### config.mk
export PLATFORM = sky130hd
export DESIGN_NAME = ssbp_front
export DESIGN_NICKNAME = d
export VERILOG_FILES = /design/src/sv/ssbp_pkg.sv /design/src/sv/ssbp_front.sv
export SDC_FILE = /design/constraint.sdc
export NUM_CORES = 1
export LEC_CHECK = 0
export BUFFER_PORTS_ARGS = -buffer_cell sky130_fd_sc_hd__buf_2
export CAP_MARGIN = 5
export CORE_AREA = 2 2 39 41
export DETAILED_ROUTE_END_ITERATION = 10
export DIE_AREA = 0 0 41 43
export SLEW_MARGIN = 20
export SYNTH_ARGS = -nofsm -noshare
export SYNTH_HDL_FRONTEND = slang
export SYNTH_SLANG_ARGS = --single-unit
export TNS_END_PERCENT = 30
### constraint.sdc
create_clock -name vclk -period 1.9
set_input_delay 0.19 -clock vclk [all_inputs]
set_output_delay 0.19 -clock vclk [all_outputs]
set_load 0.05 [all_outputs]
### src/sv/ssbp_pkg.sv
package ssbp_pkg;

	localparam int SEQS    = 1024;
	localparam int SEQ_W   = $clog2(SEQS);
	localparam int WORD_W  = 15;
	localparam int QDEPTH  = 4;
	localparam int QPTR_W  = $clog2(QDEPTH);

	localparam logic [7:0]  GAP_BYTE = 8'h2D;
	localparam logic [31:0] PAD_WORD = 32'h2D2D2D2D;

	localparam logic [1:0] REG_SEQ_TYPE = 2'd0;
	localparam logic [1:0] REG_CODE_C   = 2'd1;
	localparam logic [1:0] REG_CODE_G   = 2'd2;
	localparam logic [1:0] REG_CODE_T   = 2'd3;

	typedef enum logic [2:0] {
		BASE_A,
		BASE_C,
		BASE_G,
		BASE_T,
		BASE_NONE
	} base_t;

	typedef struct packed {
		logic [SEQ_W-1:0] seq;
		logic [7:0]       sym;
		logic             flush;
		base_t            base;
		logic             gap;
	} item_t;

	typedef struct packed {
		logic [5:0]        fill;
		logic [31:0]       code;
		logic [31:0]       mask;
		logic [WORD_W-1:0] wc;
	} state_t;

	typedef struct packed {
		logic       seq_type;
		logic [1:0] code_c;
		logic [1:0] code_g;
		logic [1:0] code_t;
	} cfg_t;

	localparam int STATE_W = $bits(state_t);

endpackage

### src/sv/ssbp_front.sv
module ssbp_front import ssbp_pkg::*; (
	input  logic             sym_valid,
	input  logic [SEQ_W-1:0] seq_index,
	input  logic [7:0]       symbol,
	input  logic             flush,
	input  logic             q_full,
	output logic             sym_stall,
	output logic             push,
	output item_t            item
);

	always_comb begin
		item.seq   = seq_index;
		item.sym   = symbol;
		item.flush = flush;
		case (symbol)
			"A", "a": item.base = BASE_A;
			"C", "c": item.base = BASE_C;
			"G", "g": item.base = BASE_G;
			"T", "t": item.base = BASE_T;
			default:  item.base = BASE_NONE;
		endcase
		item.gap = symbol inside {"-", ".", "X", "x", "Z", "z", "B", "b", "J", "j", "?"};
	end

	assign sym_stall = q_full;
	assign push      = sym_valid && !q_full;

endmodule

==> metrics.cfg <==
[logic_synthesis]
synth_nets = 62
synth_area_um2 = 297
ys_seq_area_share_pct = 0
synth_top_area_cell = buf_4
yosysWarnings = 0
synthCells = 41
synthDistinctLibCells = 17
avgSynthCellArea_um2 = 7.23
synthDominantCellAreaShare_pct = 50.6
synth_area_leaders = buf_4 (51%), and2b_1 (7.6%), nor3b_1 (5.1%)

[power]
vdd_drop_max_uv = 114
p_total_w = 0.0000904
intPower_w = 0.0000254
cellPowerDensity_nw_per_um2 = 315
clock_power_share_pct = 0
power.switching_w = 0.0000650
leakagePower_nw = 0.154
p_seq_share_pct = 0
p_comb_share_pct = 100.0
switching_share_pct = 71.9

[placement]
dpl_worst_slack_ps = 548
dp_hpwl_um = 513
dpl_cell_area_um2 = 287
dp.cells = 61
routabilityCongestion = 0.650
port-buffer-count = 24

[setup_path]
crit_path_start_kind = input port
crit_path_end_kind = primary output
crit_fanout = 8
worstPathArrival_ps = 1140
cp_data_required_time_ps = 1710
worstSetupPathType = in -> out

[timing]
relSlewSlack_pct = 77.9
worst_slack_ps = 567
finalSetupTns_ps = 0
finalHoldViolCount = 0
setup_viol_count_final = 0
min_period_over_period_pct = 70.2
drv_slew = 0
fin_crit_ps = 1330
worstMarginPinSlew_ps = 330
fmax_ghz = 0.750
rsz0062_at_grt = no

[cells_and_area]
clkbuf_count = 0
fin_area_um2 = 287
nFlopsAndLatches = 0
area_growth_pct = -3.38
seqCellArea_um2 = 0
fillers = 163
final_cell_count_no_fill = 61
final_layout_size_suffix_gt1_share_pct = 60.0
antenna_cells = 0
finalNetCount = 68

[detailed_routing]
via_per_inst = 4.28
drcViolationCount = 0
ant_nets = 0
routedWlPerCell_um = 9.64
firstDrtPassIters = 2
detail_route.wirelength_um = 588
vias = 261
drt_iter0_drc = 3

[clock_tree]
post_cts_resized = 0
cts_setup_buffers = 0
cts-hold-fix-buffers = 0

[die]
die_h_um = 43
initial_core_util_pct = 21.4
die_area_um2 = 1760
io_pins = 46
die_x_um = 41
core_um2 = 1380
row_count = 14

[global_routing]
grt_pass1_vias = 230
grtUsageTotal_pct = 6.79
antenna_found_initial = 0
grt_pass1_wl_um = 883
grt_max_degree = 9
overflow = 0

[hold_path]
min_path_type = in -> out

[job]
maxCapViolations = 0

[run_status]
status = completed

[cells by family (layout without fill, tap and decap cells)]
group                  Yosys count  after routing  share of synthesized area, %
muxes                            1              1                          3.80
and+or+nand+nor                 14             14                          33.8
buffers and inverters           20             24                          50.6
AOI/OAI and AO/OA                6              6                          11.8
[cells in the final DEF, fill, tap and decap left out, drive strengths merged, types with 2 or more instances in the layout]
cell type | netlist | routed
buf | 20 | 24
a21oi | 2 | 2
and3b | 2 | 2
and2b | 3 | 3
nor3b | 2 | 2
o21ai | 2 | 2
nor2 | 2 | 2
[cell type report]
type               count  area, um^2  area share [%]
well taps             16        20.0            6.99
repair buffers        24         120            41.9
multi-input cells     21         146            51.1
[Yosys cell counts (all sizes together)]
library cell	count
nor2	2
nor2b	1
o21a	1
buf	20
and3b	2
mux2	1
a21oi	2
a211oi	1
nand3	1
o21ai	2
and4bb	1
nor3b	2
nand2	1
and4	1
and2b	3
[per-layer routing]
metal | routed length (um) | global-route usage [%] | up-vias
met1 | 224 | 6.96 | 114
li1 | - | - | 129
met3 | 84 | 0.524 | 0
met2 | 278 | 13.4 | 18
met4 | 0 | 1.33 | 0
met5 | 0 | 0 | -
[final timing paths]
path                         start       end  cells past startpoint
worst max-delay path     symbol[2]   item[0]                      5
worst min-delay path  seq_index[1]  item[14]                      0
[stage by stage]
stage | util, % | hold WS, ps
after CTS | 20.7 | 380
after global routing | 20.7 | 380
after detailed placement | 20.7 | 380
after floorplan | - | 547
final | 20.7 | 380
after global placement | 20.7 | 380
[worst max-delay path, cell delays in order]
cell and delay, ps:
buf_2 140, and4bb_2 290, a21oi_1 40, a211oi_1 190
buf_2 300
[power groups by stage]
stage | clock [W] | combinational (W) | sequential [W]
final | 0 | 0.0000904 | 0
after global routing | 0 | 0.0000966 | 0
after CTS | 0 | 0.0000914 | 0
after detailed placement | 0 | 0.0000913 | 0
after global placement | 0 | 0.0000905 | 0
after floorplan | 0 | 0.000137 | 0
Power figures use the tool's default switching activity.
