`config.mk`:
```
export PLATFORM = sky130hd
export DESIGN_NAME = ssbp_queue
export DESIGN_NICKNAME = d
export VERILOG_FILES = /design/src/sv/ssbp_pkg.sv /design/src/sv/ssbp_queue.sv
export SDC_FILE = /design/constraint.sdc
export NUM_CORES = 1
export LEC_CHECK = 0
export ABC_AREA = 0
export BUFFER_PORTS_ARGS = -buffer_cell sky130_fd_sc_hd__buf_2
export CAP_MARGIN = 20
export CORE_ASPECT_RATIO = 1.5
export CORE_UTILIZATION = 55
export CTS_BUF_LIST = sky130_fd_sc_hd__clkbuf_4 sky130_fd_sc_hd__clkbuf_8
export CTS_CLUSTER_SIZE = 14
export DETAILED_ROUTE_END_ITERATION = 8
export HOLD_SLACK_MARGIN = 0.06
export PLACE_DENSITY = 0.85
export SLEW_MARGIN = 30
export SYNTH_ARGS = -nofsm -noshare
export SYNTH_HDL_FRONTEND = slang
export SYNTH_SLANG_ARGS = --single-unit
```
`constraint.sdc`:
```
create_clock -name clk -period 1.96 [get_ports clk]
set_clock_uncertainty 0.2 [all_clocks]
set_input_delay 0 -clock clk [delete_from_list [all_inputs] [get_ports clk]]
set_output_delay 0 -clock clk [all_outputs]
set_load 0.05 [all_outputs]
```
`src/sv/ssbp_pkg.sv`:
```
package ssbp_pkg;

	localparam int SEQS    = 1024;
	localparam int SEQ_W   = $clog2(SEQS);
	localparam int WORD_W  = 15;
	localparam int QDEPTH  = 4;
	localparam int QPTR_W  = $clog2(QDEPTH);

	localparam logic [7:0]  GAP_BYTE = 8'h2D;
	localparam logic [31:0] PAD_WORD = 32'h2D2D2D2D;

	localparam logic [1:0] REG_SEQ_TYPE = 2'd0;
	localparam logic [1:0] REG_CODE_C   = 2'd1;
	localparam logic [1:0] REG_CODE_G   = 2'd2;
	localparam logic [1:0] REG_CODE_T   = 2'd3;

	typedef enum logic [2:0] {
		BASE_A,
		BASE_C,
		BASE_G,
		BASE_T,
		BASE_NONE
	} base_t;

	typedef struct packed {
		logic [SEQ_W-1:0] seq;
		logic [7:0]       sym;
		logic             flush;
		base_t            base;
		logic             gap;
	} item_t;

	typedef struct packed {
		logic [5:0]        fill;
		logic [31:0]       code;
		logic [31:0]       mask;
		logic [WORD_W-1:0] wc;
	} state_t;

	typedef struct packed {
		logic       seq_type;
		logic [1:0] code_c;
		logic [1:0] code_g;
		logic [1:0] code_t;
	} cfg_t;

	localparam int STATE_W = $bits(state_t);

endpackage

```
`src/sv/ssbp_queue.sv`:
```
module ssbp_queue import ssbp_pkg::*; (
	input  logic  clk,
	input  logic  arst_n,
	input  logic  push,
	input  item_t push_item,
	input  logic  pop,
	output logic  q_valid,
	output logic  q_full,
	output item_t head
);

	item_t             slot_q [QDEPTH];
	logic [QPTR_W-1:0] wr_q;
	logic [QPTR_W-1:0] rd_q;
	logic [QPTR_W:0]   cnt_q;

	assign q_valid = cnt_q != '0;
	assign q_full  = cnt_q == (QPTR_W+1)'(QDEPTH);
	assign head    = slot_q[rd_q];

	always_ff @(posedge clk) begin
		if (push) begin
			slot_q[wr_q] <= push_item;
		end
	end

	always_ff @(posedge clk or negedge arst_n) begin
		if (!arst_n) begin
			wr_q  <= '0;
			rd_q  <= '0;
			cnt_q <= '0;
		end else begin
			if (push) begin
				wr_q <= wr_q + 1'b1;
			end
			if (pop) begin
				rd_q <= rd_q + 1'b1;
			end
			if (push && !pop) begin
				cnt_q <= cnt_q + 1'b1;
			end else if (pop && !push) begin
				cnt_q <= cnt_q - 1'b1;
			end
		end
	end

endmodule

```
==> results.md <==
- Ports: 52
- Combinational share of power: 0.446
- Vias per cell: 5.38
- Synth cell types: 19
- TritonCTS clock tree: done
- Power density over the cells: 1570 mW/mm²
- Row cnt: 36
- Most numerous cell in the Yosys netlist: edfxtp_1
- Flop pwr share: 0.397
- Critical Path AT: 1780 ps
- Total GRT Usage: 0.173
- Worst hold path class: in -> reg
- Clk pwr share: 0.157
- H-Tree Depth: 3
- Initial Util: 0.575
- CTS Buf Count: 9
- Via count: 1758
- Final net count: 279
- Failing checks: negative setup slack
- # Post-CTS Setup Buffers: 0
- Die area: 0.00717 mm²
- Largest net degree at the start of global routing: 24
- Initial antenna violation count: 0
- Core ar.: 0.00653 mm²
- Kind of critical path: reg -> out
- Switching share of power: 0.384
- Detailed placement HPWL: 3550 µm
- Share of layout cells above drive strength 1: 0.382
- Fmax: 505 MHz
- Int Pwr: 0.00459 W
- NetSw: 0.00286 W
- Final period utilization: 1.01
- Post-Synthesis Cells: 155
- Post-Syn Area per Cell: 24.2 µm²
- Seq/Total Area, Yosys: 0.782
- Root buffer cell: clkbuf_8
- Routed Antenna Nets: 0
- First drt pass iteration count: 6
- Final wirelength: 5780 µm
- Final Setup Violations: 8
- # port buffers: 51
- CP Capture Type: output pin
- Met2 WL: 3050 µm
- Die Wd: 69.5 µm
- Maxcap violations: 0
- Syn_nets: 188
- Layout area overhead: 25.9%
- Data required, critical path: 1760 ps
- Max-slew violations: 0
- Yosys warns: 0
- Area contributors post-synth: edfxtp_1, mux4_2, dfrtp_1, mux4_1, ha_1
- Chip Height: 103 µm
- Clock Latency Late Sink: 350 ps
- Grt ovf: 0
- Fin crit period: 1980 ps
- DR WL/cell: 17.7 µm
- Synth Register Bits: 99
- DRC Markers: 0
- Post-synth ARST share: 0.0707
- Cell area after synthesis: 0.00376 mm²
- Initial DRC Count: 130
- Final Hold Viols: 0
- GPL Wtd Cong: 0.672
- Top Layer Used: met4
- Area leader, netlist: edfxtp_1
- Commonest cells post-synth: edfxtp_1, mux4_2, dfrtp_1
- Worst slack, placed: 363 ps
- Post-synth top area share: 0.735
- First-pass GRT wire length: 9020 µm
- Max rail drop VDD: 842 µV
- Top_reg_cell synth: edfxtp_1
- CP max FO: 8
- RSZ-0062 raised after global routing: yes
- Post-synth EDFFs: 92
- Clock-pin slew on the worst setup and hold paths: 90 ps
- Rel. slew slack: 0.765
- Status: finished with violations
- Slew @ Worst Pin: 352 ps
- Post-route setup slack: -19.5 ps
- Static Leak: 1.71 nW
- N_diodes: 0
- # clock sinks: 99
- Worst setup SP type: flop
- Clk buf depth: 2
- Routed met1 length: 2380 µm
- Fin Hold WS: 191 ps
- Met3 wire len: 249 µm
- Vias in the first global route: 1769
per-stage QoR:
| stage | std cells | setup TNS [ps] | instance area (µm²) | total power (W) | util |
|---|---|---|---|---|---|
| 2_1_floorplan | 155 | 0 | 3760 | 0.00530 | - |
| 3_3_place_gp | 283 | 0 | 4170 | 0.00591 | 0.638 |
| 3_5_place_dp | 283 | 0 | 4170 | 0.00596 | 0.638 |
| 4_1_cts | 327 | -148 | 4720 | 0.00744 | 0.722 |
| 5_1_grt | 327 | -467 | 4730 | 0.00775 | 0.724 |
| 6_report | 327 | -90.7 | 4730 | 0.00744 | 0.724 |
cell families after synthesis:
group	share of synthesized area
AOI/OAI and AO/OA	0.00133
adders and majority gates	0.0220
DFF	0.782
xor gates and xnor gates	0.0140
buffers and inverters	0.0216
and+or+nand+nor	0.0133
muxes	0.146
final timing paths:
kind / startpoint / to / slack, ps / depth (start not counted)
setup / recovery: rd_q[0] / head[16] / -20 / 3
min in group asynchronous: arst_n / rd_q[1] / 410 / 3
setup reg to reg: cnt_q[0] / cnt_q[2] / 360 / 4
max in group asynchronous: arst_n / rd_q[0] / 870 / 3
hold reg to reg: cnt_q[2] / cnt_q[2] / 300 / 1
hold / removal: push_item[18] / slot_q[2][18] / 190 / 2
flip-flops by register name, summed over array words and instances, names as in the netlist:
name    cells
wr_q        2
slot_q     92
rd_q        2
cnt_q       3
layout make-up:
type / instances / area, µm²
flip-flops and latches: 99 / 2940
fillers: 352 / 1800
repair buffers: 86 / 767
multi-input cells: 46 / 731
clock buffers: 9 / 124
well taps: 76 / 95.1
clock inverters: 7 / 60.1
inverters: 4 / 15.0
layout by cell type, fill, tap and decap left out:
cell,instances
mux4_2,20
mux4_1,3
edfxtp_1,92
mux2_2,1
bufbuf_16,1
xor2_1,4
dfrtp_1,6
nor3b_1,1
buf_12,6
ha_1,5
fa_1,1
nand2_1,2
inv_1,4
clkbuf_8,9
and2_1,4
clkinv_4,2
dlygate4sd3_1,27
buf_4,1
clkinv_1,1
nor2_1,1
clkinvlp_4,1
dfrtp_2,1
or3_1,1
inv_6,1
inv_8,2
buf_6,13
o21ai_0,1
xnor2_1,2
buf_2,38
timing repair:
item | in CTS | in global routing
endpoints found under the hold margin | 107 | 0
endpoints found under the setup margin | 12 | 19
gates cloned | 1 | 0
hold buffers | 27 | 0
resized for setup | 20 | 12
critical path, cell delays in order (launching register included):
cell	delay [ps]
dfrtp_2	440
bufbuf_16	300
mux4_2	510
buf_6	170
layer usage:
metal	up-vias	GRT usage
li1	819	-
met1	871	0.217
met2	59	0.297
met3	9	0.0271
met4	0	0.0879
met5	-	0
power groups by stage:
stage               Combinational [W]  Clock [W]  Sequential, W
detailed placement            0.00298          0        0.00298
floorplan                     0.00238          0        0.00292
global placement              0.00296          0        0.00295
global route                  0.00348    0.00128        0.00299
finish                        0.00332    0.00117        0.00295
CTS                           0.00329    0.00120        0.00295
Note: power is estimated with default switching activity, not from simulation.
